File: config.mk
export PLATFORM = sky130hd
export DESIGN_NAME = button_click_classifier_core
export DESIGN_NICKNAME = d
export VERILOG_FILES = /design/src/hw/rtl/bcc_pkg.sv /design/src/hw/rtl/bcc_step.sv /design/src/hw/rtl/button_click_classifier_core.sv
export SDC_FILE = /design/constraint.sdc
export NUM_CORES = 1
export LEC_CHECK = 0
export CAP_MARGIN = 15
export CORE_MARGIN = 2
export CORE_UTILIZATION = 39
export DETAILED_ROUTE_END_ITERATION = 10
export DONT_BUFFER_PORTS = 1
export SETUP_SLACK_MARGIN = 0.4
export SKIP_LAST_GASP = 1
export SYNTH_ARGS = -nofsm -noshare
export SYNTH_HDL_FRONTEND = slang
export SYNTH_SLANG_ARGS = --single-unit
File: constraint.sdc
create_clock -name i_clk -period 4.7 [get_ports i_clk]
set_input_delay 0.235 -clock i_clk [delete_from_list [all_inputs] [get_ports i_clk]]
set_output_delay 0.235 -clock i_clk [all_outputs]
set_load 0.01 [all_outputs]
File: src/hw/rtl/bcc_pkg.sv
// Types and constants of the button click classifier.
// Used by bcc_step, button_click_classifier_core and bcc_checker.
package bcc_pkg;

    typedef logic [1:0] t_mode;
    localparam t_mode MODE_TICK  = 2'd0;
    localparam t_mode MODE_EDGE  = 2'd1;
    localparam t_mode MODE_READ  = 2'd2;
    localparam t_mode MODE_CLEAR = 2'd3;

    typedef logic [2:0] t_state;
    localparam t_state ST_NONE   = 3'd0;
    localparam t_state ST_SHORT  = 3'd1;
    localparam t_state ST_LONG   = 3'd2;
    localparam t_state ST_DOUBLE = 3'd3;
    localparam t_state ST_WAIT   = 3'd4;

    typedef logic [1:0] t_reg_idx;
    localparam t_reg_idx REG_LONG_PRESS   = 2'd0;
    localparam t_reg_idx REG_DOUBLE_CLICK = 2'd1;
    localparam t_reg_idx REG_PIN_MASK     = 2'd2;

    localparam int PIN_W      = 16;
    localparam int CFG_W      = 16;
    localparam int IN_DATA_W  = 24;
    localparam int OUT_DATA_W = 8;

    localparam logic [CFG_W-1:0] LONG_PRESS_RST   = 16'd500;
    localparam logic [CFG_W-1:0] DOUBLE_CLICK_RST = 16'd300;
    localparam logic [CFG_W-1:0] PIN_MASK_RST     = 16'd1;

    typedef struct packed {
        logic [CFG_W-1:0] hold_limit;
        logic [CFG_W-1:0] double_click_ticks;
        logic [PIN_W-1:0] pin_mask;
    } t_cfg;

endpackage

File: src/hw/rtl/bcc_step.sv
// Next-state logic of the button click classifier for one input word.
// Depends on bcc_pkg.
module bcc_step #(
    parameter int TIME_WIDTH = 32
) (
    input  bcc_pkg::t_mode             i_mode,
    input  logic [bcc_pkg::PIN_W-1:0]  i_pin,
    input  logic                       i_level,
    input  bcc_pkg::t_cfg              i_cfg,
    input  bcc_pkg::t_state            i_state,
    input  logic [bcc_pkg::CFG_W-1:0]  i_window,
    input  logic [TIME_WIDTH-1:0]      i_time,
    input  logic [TIME_WIDTH-1:0]      i_stamp,
    output bcc_pkg::t_state            o_state,
    output logic [bcc_pkg::CFG_W-1:0]  o_window,
    output logic [TIME_WIDTH-1:0]      o_time,
    output logic [TIME_WIDTH-1:0]      o_stamp
);
    import bcc_pkg::*;

    logic [TIME_WIDTH-1:0] held;
    logic                  is_long;

    // Hold time wraps with the millisecond clock.
    assign held    = i_time - i_stamp;
    assign is_long = held > TIME_WIDTH'(i_cfg.hold_limit);

    always_comb begin
        o_state  = i_state;
        o_window = i_window;
        o_time   = i_time;
        o_stamp  = i_stamp;
        unique case (i_mode)
            MODE_TICK: begin
                o_time = i_time + TIME_WIDTH'(1);
                if (i_window != '0) begin
                    o_window = i_window - CFG_W'(1);
                end
            end
            MODE_EDGE: begin
                if (i_pin != i_cfg.pin_mask) begin
                    o_state = ST_NONE;
                end else if (!i_level) begin
                    o_stamp = i_time;
                end else if (is_long) begin
                    o_state = ST_LONG;
                end else if (i_state != ST_WAIT) begin
                    o_state  = ST_WAIT;
                    o_window = i_cfg.double_click_ticks;
                end else begin
                    // A second short release counts even after the window ran out,
                    // as long as no read has turned the wait into a short press.
                    o_state  = ST_DOUBLE;
                    o_window = '0;
                end
            end
            MODE_READ: begin
                if (i_state == ST_WAIT && i_window == '0) begin
                    o_state = ST_SHORT;
                end
            end
            default: begin
                o_state = ST_NONE;
            end
        endcase
    end

endmodule

File: src/hw/rtl/button_click_classifier_core.sv
// Top level of the button click classifier: input register, state update, result register.
// Depends on bcc_pkg and bcc_step.
//
//  Channel  | Direction | Words
//  ---------+-----------+--------------------------------------------------
//  s_axis   | in        | tdata {level, pin}, tuser mode; one word per event
//  m_axis   | out       | tdata click class; one word per accepted input
//  cfg      | in        | register index and 16-bit value
//
// Each word passes through the input register before the state update loads the result
// register, from which its result is offered.
// One word per cycle is sustained; the only stall comes from m_axis_tready.
// Reset clears the valid flags, the state, the timers and loads register defaults.
// Configuration writes are taken in any cycle; the port is always ready.
module button_click_classifier_core #(
    parameter int TIME_WIDTH = 32
) (
    input  logic                               i_clk,
    input  logic                               i_rst_n,
    input  logic                               s_axis_tvalid,
    output logic                               s_axis_tready,
    input  logic [bcc_pkg::IN_DATA_W-1:0]      s_axis_tdata,  // pin[15:0], level[16]
    input  bcc_pkg::t_mode                     s_axis_tuser,  // mode[1:0]
    output logic                               m_axis_tvalid,
    input  logic                               m_axis_tready,
    output logic [bcc_pkg::OUT_DATA_W-1:0]     m_axis_tdata,  // click_class[2:0]
    input  logic                               i_cfg_valid,
    output logic                               o_cfg_ready,
    input  bcc_pkg::t_reg_idx                  i_cfg_index,
    input  logic [bcc_pkg::CFG_W-1:0]          i_cfg_data
);
    import bcc_pkg::*;

    t_cfg                  r_cfg;
    logic                  r_in_vld;
    t_mode                 r_in_mode;
    logic [PIN_W-1:0]      r_in_pin;
    logic                  r_in_level;
    t_state                r_state;
    logic [CFG_W-1:0]      r_window;
    logic [TIME_WIDTH-1:0] r_time;
    logic [TIME_WIDTH-1:0] r_stamp;
    logic                  r_out_vld;
    t_state                r_out_state;

    t_state                n_state;
    logic [CFG_W-1:0]      n_window;
    logic [TIME_WIDTH-1:0] n_time;
    logic [TIME_WIDTH-1:0] n_stamp;

    logic in_take;
    logic advance;

    assign advance       = r_in_vld && (!r_out_vld || m_axis_tready);
    assign s_axis_tready = !r_in_vld || advance;
    assign in_take       = s_axis_tvalid && s_axis_tready;
    assign o_cfg_ready   = 1'b1;

    assign m_axis_tvalid = r_out_vld;
    assign m_axis_tdata  = OUT_DATA_W'(r_out_state);

    always_ff @(posedge i_clk) begin
        if (!i_rst_n) begin
            r_cfg.hold_limit         <= LONG_PRESS_RST;
            r_cfg.double_click_ticks <= DOUBLE_CLICK_RST;
            r_cfg.pin_mask           <= PIN_MASK_RST;
        end else if (i_cfg_valid) begin
            unique case (i_cfg_index)
                REG_LONG_PRESS:   r_cfg.hold_limit         <= i_cfg_data;
                REG_DOUBLE_CLICK: r_cfg.double_click_ticks <= i_cfg_data;
                REG_PIN_MASK:     r_cfg.pin_mask           <= i_cfg_data;
                default: begin
                end
            endcase
        end
    end

    // Input register.
    always_ff @(posedge i_clk) begin
        if (!i_rst_n) begin
            r_in_vld <= 1'b0;
        end else if (in_take) begin
            r_in_vld <= 1'b1;
        end else if (advance) begin
            r_in_vld <= 1'b0;
        end
    end

    always_ff @(posedge i_clk) begin
        if (in_take) begin
            r_in_mode  <= s_axis_tuser;
            r_in_pin   <= s_axis_tdata[PIN_W-1:0];
            r_in_level <= s_axis_tdata[PIN_W];
        end
    end

    bcc_step #(
        .TIME_WIDTH (TIME_WIDTH)
    ) u_step (
        .i_mode   (r_in_mode),
        .i_pin    (r_in_pin),
        .i_level  (r_in_level),
        .i_cfg    (r_cfg),
        .i_state  (r_state),
        .i_window (r_window),
        .i_time   (r_time),
        .i_stamp  (r_stamp),
        .o_state  (n_state),
        .o_window (n_window),
        .o_time   (n_time),
        .o_stamp  (n_stamp)
    );

    // Classifier state and result register.
    always_ff @(posedge i_clk) begin
        if (!i_rst_n) begin
            r_state   <= ST_NONE;
            r_window  <= '0;
            r_time    <= '0;
            r_stamp   <= '0;
            r_out_vld <= 1'b0;
        end else begin
            if (advance) begin
                r_state   <= n_state;
                r_window  <= n_window;
                r_time    <= n_time;
                r_stamp   <= n_stamp;
                r_out_vld <= 1'b1;
            end else if (m_axis_tready) begin
                r_out_vld <= 1'b0;
            end
        end
    end

    always_ff @(posedge i_clk) begin
        if (advance) begin
            r_out_state <= n_state;
        end
    end

endmodule

Yosys cells after proc, flatten, opt, wreduce, memory -nomap -nowiden
Cells that the tools add are included.
Widths: inputs -> output; s select.

storage, ports and cells
  logic and storage cells = 66
  output and inout port bits = 11
  input bits = 49
  bits in read-only memories = 0
  RAM bits = 0
  register bits = 155
  bits in latches = 0
  memories = 0

cells by class
  shift operators = 0
  reduce and logical (&&, ||, !) cells = 20
  multipliers = 0
  bitwise operators = 2
  equality and inequality tests = 11
  divide/modulo/power cells = 0
  $lt $le $gt $ge = 1
  add/subtract/negate cells = 3
  multiplexer cells = 16

operators by type and width
  cell                   number
  $mux 16                5
  $add 32x1->32 const B  1
  $gt 32x16->1           1
  $pmux 16 s2            1
  $sub 32x32->32         1
  $logic_not 16->1       1
  $ne 16x16->1           1
  $reduce_bool 16->1     1
  $sub 16x1->16 const B  1
  $mux 3                 5
  $pmux 3 s3             1
  $reduce_and 2->1       4
  $ne 2x2->1 const B     3
  $reduce_and 6->1       1
  $reduce_bool 2->1      3
  $eq 2x1->1 const B     2
  $eq 2x2->1 const B     2
  $logic_not 2->1        2
  $mux 1                 4
  $reduce_and 4->1       1
  $eq 3x3->1 const B     1
  $logic_and 1x1->1      3
  $ne 3x3->1 const B     1
  $logic_not 1->1        2
  other kinds (3)        5

Longest topological paths before layout
Gate-level depths: netlist of run 1.

  depth in word-level cells = 6
  mapped depth = 24

Modules after synthesis
A second synthesis of run 1 with hierarchy kept.

unflattened totals
  cell total of the unflattened synthesis = 1297
  area, all modules = 10262.3 um^2

by module, submodules not included
  module                        cells an instance  area an instance (um^2)  seq. area each (um^2)  instances
  button_click_classifier_core  586                5860.6                   3323.2                 1
  bcc_step                      711                4401.7                   0.0                    1

Worst setup path before layout of run 1
No wires, ideal clock.

  path type = flip-flop to flip-flop
  from = register r_time[0]
  to = register r_window[15]
  cell stages (with the launch flop) = 25
  period minus slack after synthesis = 4.963 ns
  arrival = 4.894 ns
  slack = -0.263 ns
  required time = 4.630 ns
  buffers on the path = 1
  cell sequence = dfxtp_1 > inv_1 > ha_1 > fa_1 > nand2b_1 > a21o_2 > a21oi_1 > nand2b_1 > a21oi_1 > o21bai_1 > a21oi_1 > o21bai_1 > xor2_1 > ha_1 > nand2_1 > nor4_1 > and4_1 > a21oi_1 > or4_4 > nor4_2 > and4b_1 > and4b_1 > buf_4 > mux2_1 > a21oi_1

between the ends
  word-level cells in the longest chain between the ends = 4

ends and longest elaborated chain
  what                               line                                 source
  start, declared                    button_click_classifier_core.sv:41   logic [TIME_WIDTH-1:0] r_time;
  start signal, assigned             button_click_classifier_core.sv:126  r_time <= n_time;
  $sub 32x32->32                     bcc_step.sv:25                       assign held = i_time - i_stamp;
  $gt 32x16->1                       bcc_step.sv:26                       assign is_long = held > TIME_WIDTH'(i_cfg.hold_limit);
  $ne 2x2->1 (no source line)        n/a
  $reduce_and 6->1 (no source line)  n/a
  end signal, assigned               button_click_classifier_core.sv:125  r_window <= n_window;
  end, declared                      button_click_classifier_core.sv:40   logic [CFG_W-1:0] r_window;

No other way between the ends.
A chain may end at the register's enable or synchronous reset.

Final worst setup path of run 1
  from = register r_time[0]
  to = register r_window[14]

Same word-level chain as after synthesis.

==> results of run 1 <==
==> worst max-delay path: stages, from the launching register on <==
cell      delay (ns)
dfxtp_4         0.35
inv_2           0.04
ha_4            0.15
fa_2            0.33
nand2b_4        0.15
a21o_4          0.20
a21oi_2         0.14
nand2b_4        0.15
a21oi_2         0.05
o21bai_1        0.17
a21oi_1         0.09
o21bai_1        0.16
xor2_1          0.09
ha_1            0.29
nand2_2         0.08
nor4_4          0.19
and4_1          0.25
a21oi_2         0.05
or4_4           0.44
nor4_4          0.13
and4b_2         0.28
buf_6           0.11
nand4b_4        0.17
a21oi_4         0.32
mux2i_1         0.22
==> final timing paths <==
check                                    from      endpoint  slack [ns]  cells after the start
worst min-delay path            m_axis_tready      r_in_vld        0.05                      3
worst max register to register      r_time[0]  r_window[14]        0.04                     24
worst max-delay path                r_time[0]  r_window[14]        0.04                     24
worst min register to register      r_cfg[23]     r_cfg[23]        0.46                      2
==> cell usage in the layout, fill, tap and decap left out, types with 22 or more instances in the layout <==
master and n:
inv_1 58, a21oi_1 90, mux2i_1 45, buf_4 39, ha_1 47, xor2_1 47
dfxtp_1 132, xnor2_1 24, o21ai_0 29, nor2_1 113, nand2_1 169, dlygate4sd3_1 38
edfxtp_1 22, nand3_1 31
==> per-stage QoR <==
stage	cell area (um^2)	utilization, %	total power, mW
after CTS	11000	46.5	2.98
final	11000	46.7	2.96
after floorplan	9510	-	1.51
after detailed placement	9830	41.6	1.54
after global placement	9830	41.6	1.53
after global routing	11000	46.7	3.06
==> state kept, by name (all words and copies together), names as in the netlist <==
name           count
m_axis_tvalid      1
r_cfg             48
r_in_level         1
r_in_mode          2
r_in_pin          16
r_in_vld           1
r_out_state        3
r_stamp           32
r_state            3
r_time            32
r_window          16
==> cell type report <==
| type | instances | area, um^2 |
|---|---|---|
| clock buffers | 17 | 425 |
| clock inverters | 15 | 184 |
| fillers | 2332 | 12600 |
| inverters | 61 | 230 |
| multi-input cells | 857 | 5700 |
| flip-flops and latches | 155 | 3330 |
| well taps | 319 | 399 |
| repair buffers | 85 | 772 |
==> metal layers <==
metal	part of all wire (%)	wire (um)
met3	4.0	926
met1	48	11100
met4	2.4	542
met5	0	0
met2	45	10300
==> timing repair <==
action,CTS,global route
buffers inserted,7,1
endpoints found under the hold margin,84,0
gates cloned,0,0
setup endpoints to repair,22,22
hold buffers,39,0
gates resized for setup,20,8
pin swaps,15,8
==> cells by family (layout without fill, tap and decap cells) <==
kind of cell	after synthesis	in the layout	share of synthesized area (%)
AOI/OAI and AO/OA	235	235	16.3
and+or+nand+nor	449	449	23.8
other	2	6	0.0798
buffers and inverters	118	178	6.32
DFF	155	155	35.3
adders and majority gates	50	50	6.72
muxes	46	46	4.90
xor gates and xnor gates	71	71	6.60
==> report_power, final <==
part	switching [mW]	total (mW)	internal, mW
Sequential	0.0172	1.39	1.37
Combinational	0.0973	0.166	0.0684
Clock	0.680	1.41	0.725
Total	0.795	2.96	2.17
==> results_dict.tcl, run 1 <==
set metrics [dict create \
    drtIter0Drc 594 \
    die_h_um 159 \
    ys.flop_type "dfxtp_1" \
    ys_ff_latch 155 \
    netlist.area_leader.share_pct 28.3 \
    fp.dieArea_um2 25400 \
    use_met1_pct 24.9 \
    cts_buffers 17 \
    max-cap-violations 0 \
    grt_use_met2_pct 29.0 \
    outcome "complete, no violations" \
    gp_congestion 0.893 \
    layout-drive-gt1-share_pct 13.4 \
    detail_route.wl_per_cell_um 15.2 \
    io_pins 60 \
    slew_headroom_pct 41.9 \
    n_antenna_cell 0 \
    p_leak_nw 4.44 \
    place_ws_ns -0.145 \
    synth_warnings 0 \
    synthTopCellsByCount "nand2_1, dfxtp_1, nor2_1" \
    finClkSkew_ns 0.0118 \
    syn_area_um2 9420 \
    hold_viol_final 0 \
    ir_drop_uv 237 \
    fin_crit_ns 4.66 \
    setup_viol 0 \
    first_pass_iters 7 \
    seq_area_frac_synth_pct 35.3 \
    num_rows 56 \
    synth-edff-count 22 \
    crit_path_end_kind "flip-flop" \
    cp.required_ns 5.07 \
    cts.sinks 155 \
    globalRoute.busiestLayer "met2" \
    slew_violations 0 \
    grt_pass1_vias 7560 \
    portBuffers 0 \
    start_kind "flip-flop" \
    finalNonFillerCells 1509 \
    post-dp-hpwl_um 16400 \
    ys_types 94 \
    avgSynthCellArea_um2 8.36 \
    grt_max_degree 66 \
    finalWirelength_um 22900 \
    synth.largest_area_cell "dfxtp_1" \
    grt_use_met3_pct 3.54 \
    fin_ws_ns 0.0413 \
    grtUsageTotal_pct 18.3 \
    via_per_inst 5.26 \
    placedCellCount 1430 \
    root_buffer "clkbuf_16" \
    overflow 0 \
    drc_errors 0 \
    async_flop_share_pct 0 \
    grt_pass1_wl_um 38000 \
    max_slew.worst_pin.slew_ns 0.872 \
    area_growth_pct 17.2 \
    path_class "reg -> reg" \
    cp_max_fo 6 \
    hold_ws_ns 0.0493 \
    clk_path_buf_depth 2 \
    arrival_ns 5.03 \
    antenna_found_initial 0 \
    fmax_mhz 215 \
    core-area_um2 23600 \
    power.density_nw_per_um2 268 \
    start_util_pct 39.9 \
    fin_crit_sh_pct 99.1 \
    ant_nets 0 \
    die_w_um 159 \
    path_clk_slew_ns 0.07 \
    netlist_instances 1126 \
    rsz0062_at_grt "yes" \
    hold_class "in -> reg" \
    synth_most_common_cell "nand2_1" \
    tns_ns 0 \
    insertion_delay_ns 0.44 \
    netlist_top_cells_area "dfxtp_1, edfxtp_1, nand2_1" \
    h-tree-depth 4 \
    finalNetCount 1276 \
    cts_tree "yes" \
    vias 7935 \
]
No activity file was read; power rests on OpenSTA's default activity.
==> inputs of run 2 (changes only) <==
--- a/config.mk
+++ b/config.mk
@@ -10,6 +10,7 @@
 export CORE_UTILIZATION = 39
 export DETAILED_ROUTE_END_ITERATION = 10
 export DONT_BUFFER_PORTS = 1
+export PLACE_DENSITY = 0.56
 export SETUP_SLACK_MARGIN = 0.4
 export SKIP_LAST_GASP = 1
 export SYNTH_ARGS = -nofsm -noshare
==> results_dict.tcl, run 2 (same netlist as run 1, synthesis figures left out) <==
set metrics [dict create \
    tns_ns 0 \
    setup_viol 0 \
    ir_drop_uv 242 \
    path_class "reg -> reg" \
    via_per_inst 5.23 \
    outcome "complete, no violations" \
    die_w_um 159 \
    utilization_pct 46.6 \
    antenna_found_initial 0 \
    regArea_um2 3330 \
    area_growth_pct 16.8 \
    grtUsageTotal_pct 18.8 \
    layout-drive-gt1-share_pct 12.8 \
    fin_crit_ns 4.65 \
    power.density_nw_per_um2 270 \
    io_pins 60 \
    max_slew.worst_pin.slew_ns 0.998 \
    final_cell_mix "nand2_1, dfxtp_1, nor2_1, a21oi_1, inv_1" \
    finalWirelength_um 23300 \
    p_leak_nw 4.44 \
    first_pass_iters 5 \
    p_total_mw 2.97 \
    finClkSkew_ns 0.0135 \
    core-area_um2 23600 \
    start_util_pct 39.9 \
    fp.dieArea_um2 25400 \
    max-cap-violations 0 \
    largest_register "r_cfg" \
    post-dp-hpwl_um 16700 \
    cts_buffers 17 \
    portBuffers 0 \
    grt_pass1_wl_um 39100 \
    detail_route.wl_per_cell_um 15.5 \
    n_antenna_cell 0 \
    overflow 0 \
    drc_errors 0 \
    cts_tree "yes" \
    hold_ws_ns 0.0186 \
    clk_path_buf_depth 2 \
    insertion_delay_ns 0.43 \
    ant_nets 0 \
    root_buffer "clkbuf_16" \
    cp_max_fo 7 \
    largest_reg_flops 48 \
    finalNetCount 1275 \
    arrival_ns 4.98 \
    rsz0062_at_grt "yes" \
    hold_class "in -> reg" \
    start_kind "flip-flop" \
    num_rows 56 \
    gp_congestion 0.851 \
    grt_max_degree 69 \
    cts.sinks 155 \
    multi_input_area_um2 5660 \
    final_common_cell "nand2_1" \
    grt_pass1_vias 7693 \
    crit_path_end_kind "flip-flop" \
    hold_viol_final 0 \
    top_regs "r_cfg (48), r_stamp (32), r_time (32)" \
    path_clk_slew_ns 0.07 \
    fin_crit_sh_pct 98.9 \
    die_h_um 159 \
    fmax_mhz 215 \
    vias 7891 \
    slew_violations 0 \
    h-tree-depth 4 \
    n_fill_cell 2404 \
    slew_headroom_pct 33.5 \
    cp.required_ns 5.03 \
    drtIter0Drc 631 \
]
==> run 2: report_power, final <==
part | switching (mW) | internal [mW]
Combinational | 0.0963 | 0.0670
Clock | 0.645 | 0.775
Sequential | 0.0176 | 1.37
==> run 2: cell type report <==
cell class,count,share of cell area [%]
repair buffers,84,6.99
flip-flops and latches,155,30.2
clock buffers,18,3.99
well taps,319,3.63
inverters,61,2.09
multi-input cells,857,51.5
clock inverters,14,1.57
==> run 2: metal layers <==
layer | vias up | GRT usage, % | wire [um]
li1 | 4036 | - | -
met1 | 3687 | 25.9 | 11500
met2 | 146 | 30.6 | 10800
met3 | 22 | 3.20 | 787
met4 | 0 | 4.42 | 280
met5 | - | 0 | 0
==> run 2: critical path, stage by stage, from the launching register on <==
cell and delay, ns:
dfxtp_1 0.33, inv_1 0.04, ha_1 0.31, buf_4 0.16
a21oi_1 0.27, a21oi_4 0.10, buf_4 0.13, buf_4 0.12
a211o_1 0.29, xor2_1 0.17, ha_1 0.30, nand2_1 0.11
nor4_4 0.32, and4_1 0.22, a21oi_1 0.06, or4_4 0.43
nor4_2 0.13, and4b_2 0.28, buf_6 0.11, nand4b_4 0.17
a21o_4 0.30, a211oi_2 0.18
==> run 2: path summary, 6_finish.rpt <==
path / from / to / slack (ns) / cells past startpoint
setup / recovery: r_stamp[5] / r_window[1] / 0.05 / 21
hold / removal: m_axis_tready / m_axis_tvalid / 0.02 / 2
setup reg to reg: r_stamp[5] / r_window[1] / 0.05 / 21
hold reg to reg: r_cfg[43] / r_cfg[43] / 0.46 / 2
==> run 2: timing repair <==
action | in CTS | in global routing
buffers inserted | 5 | 2
setup endpoints to repair | 22 | 22
pin swaps | 17 | 8
hold endpoints to repair | 82 | 0
gates resized for setup | 10 | 10
hold buffers | 39 | 0
==> run 2: metrics by stage <==
stage               setup WS [ns]  area (um^2)  cells
finish                     0.0508        11000   1508
global route               -0.236        11000   1508
CTS                        0.0635        10900   1506
detailed placement        -0.0810         9850   1430
global placement          -0.0501         9850   1430
floorplan                   0.138         9510   1130
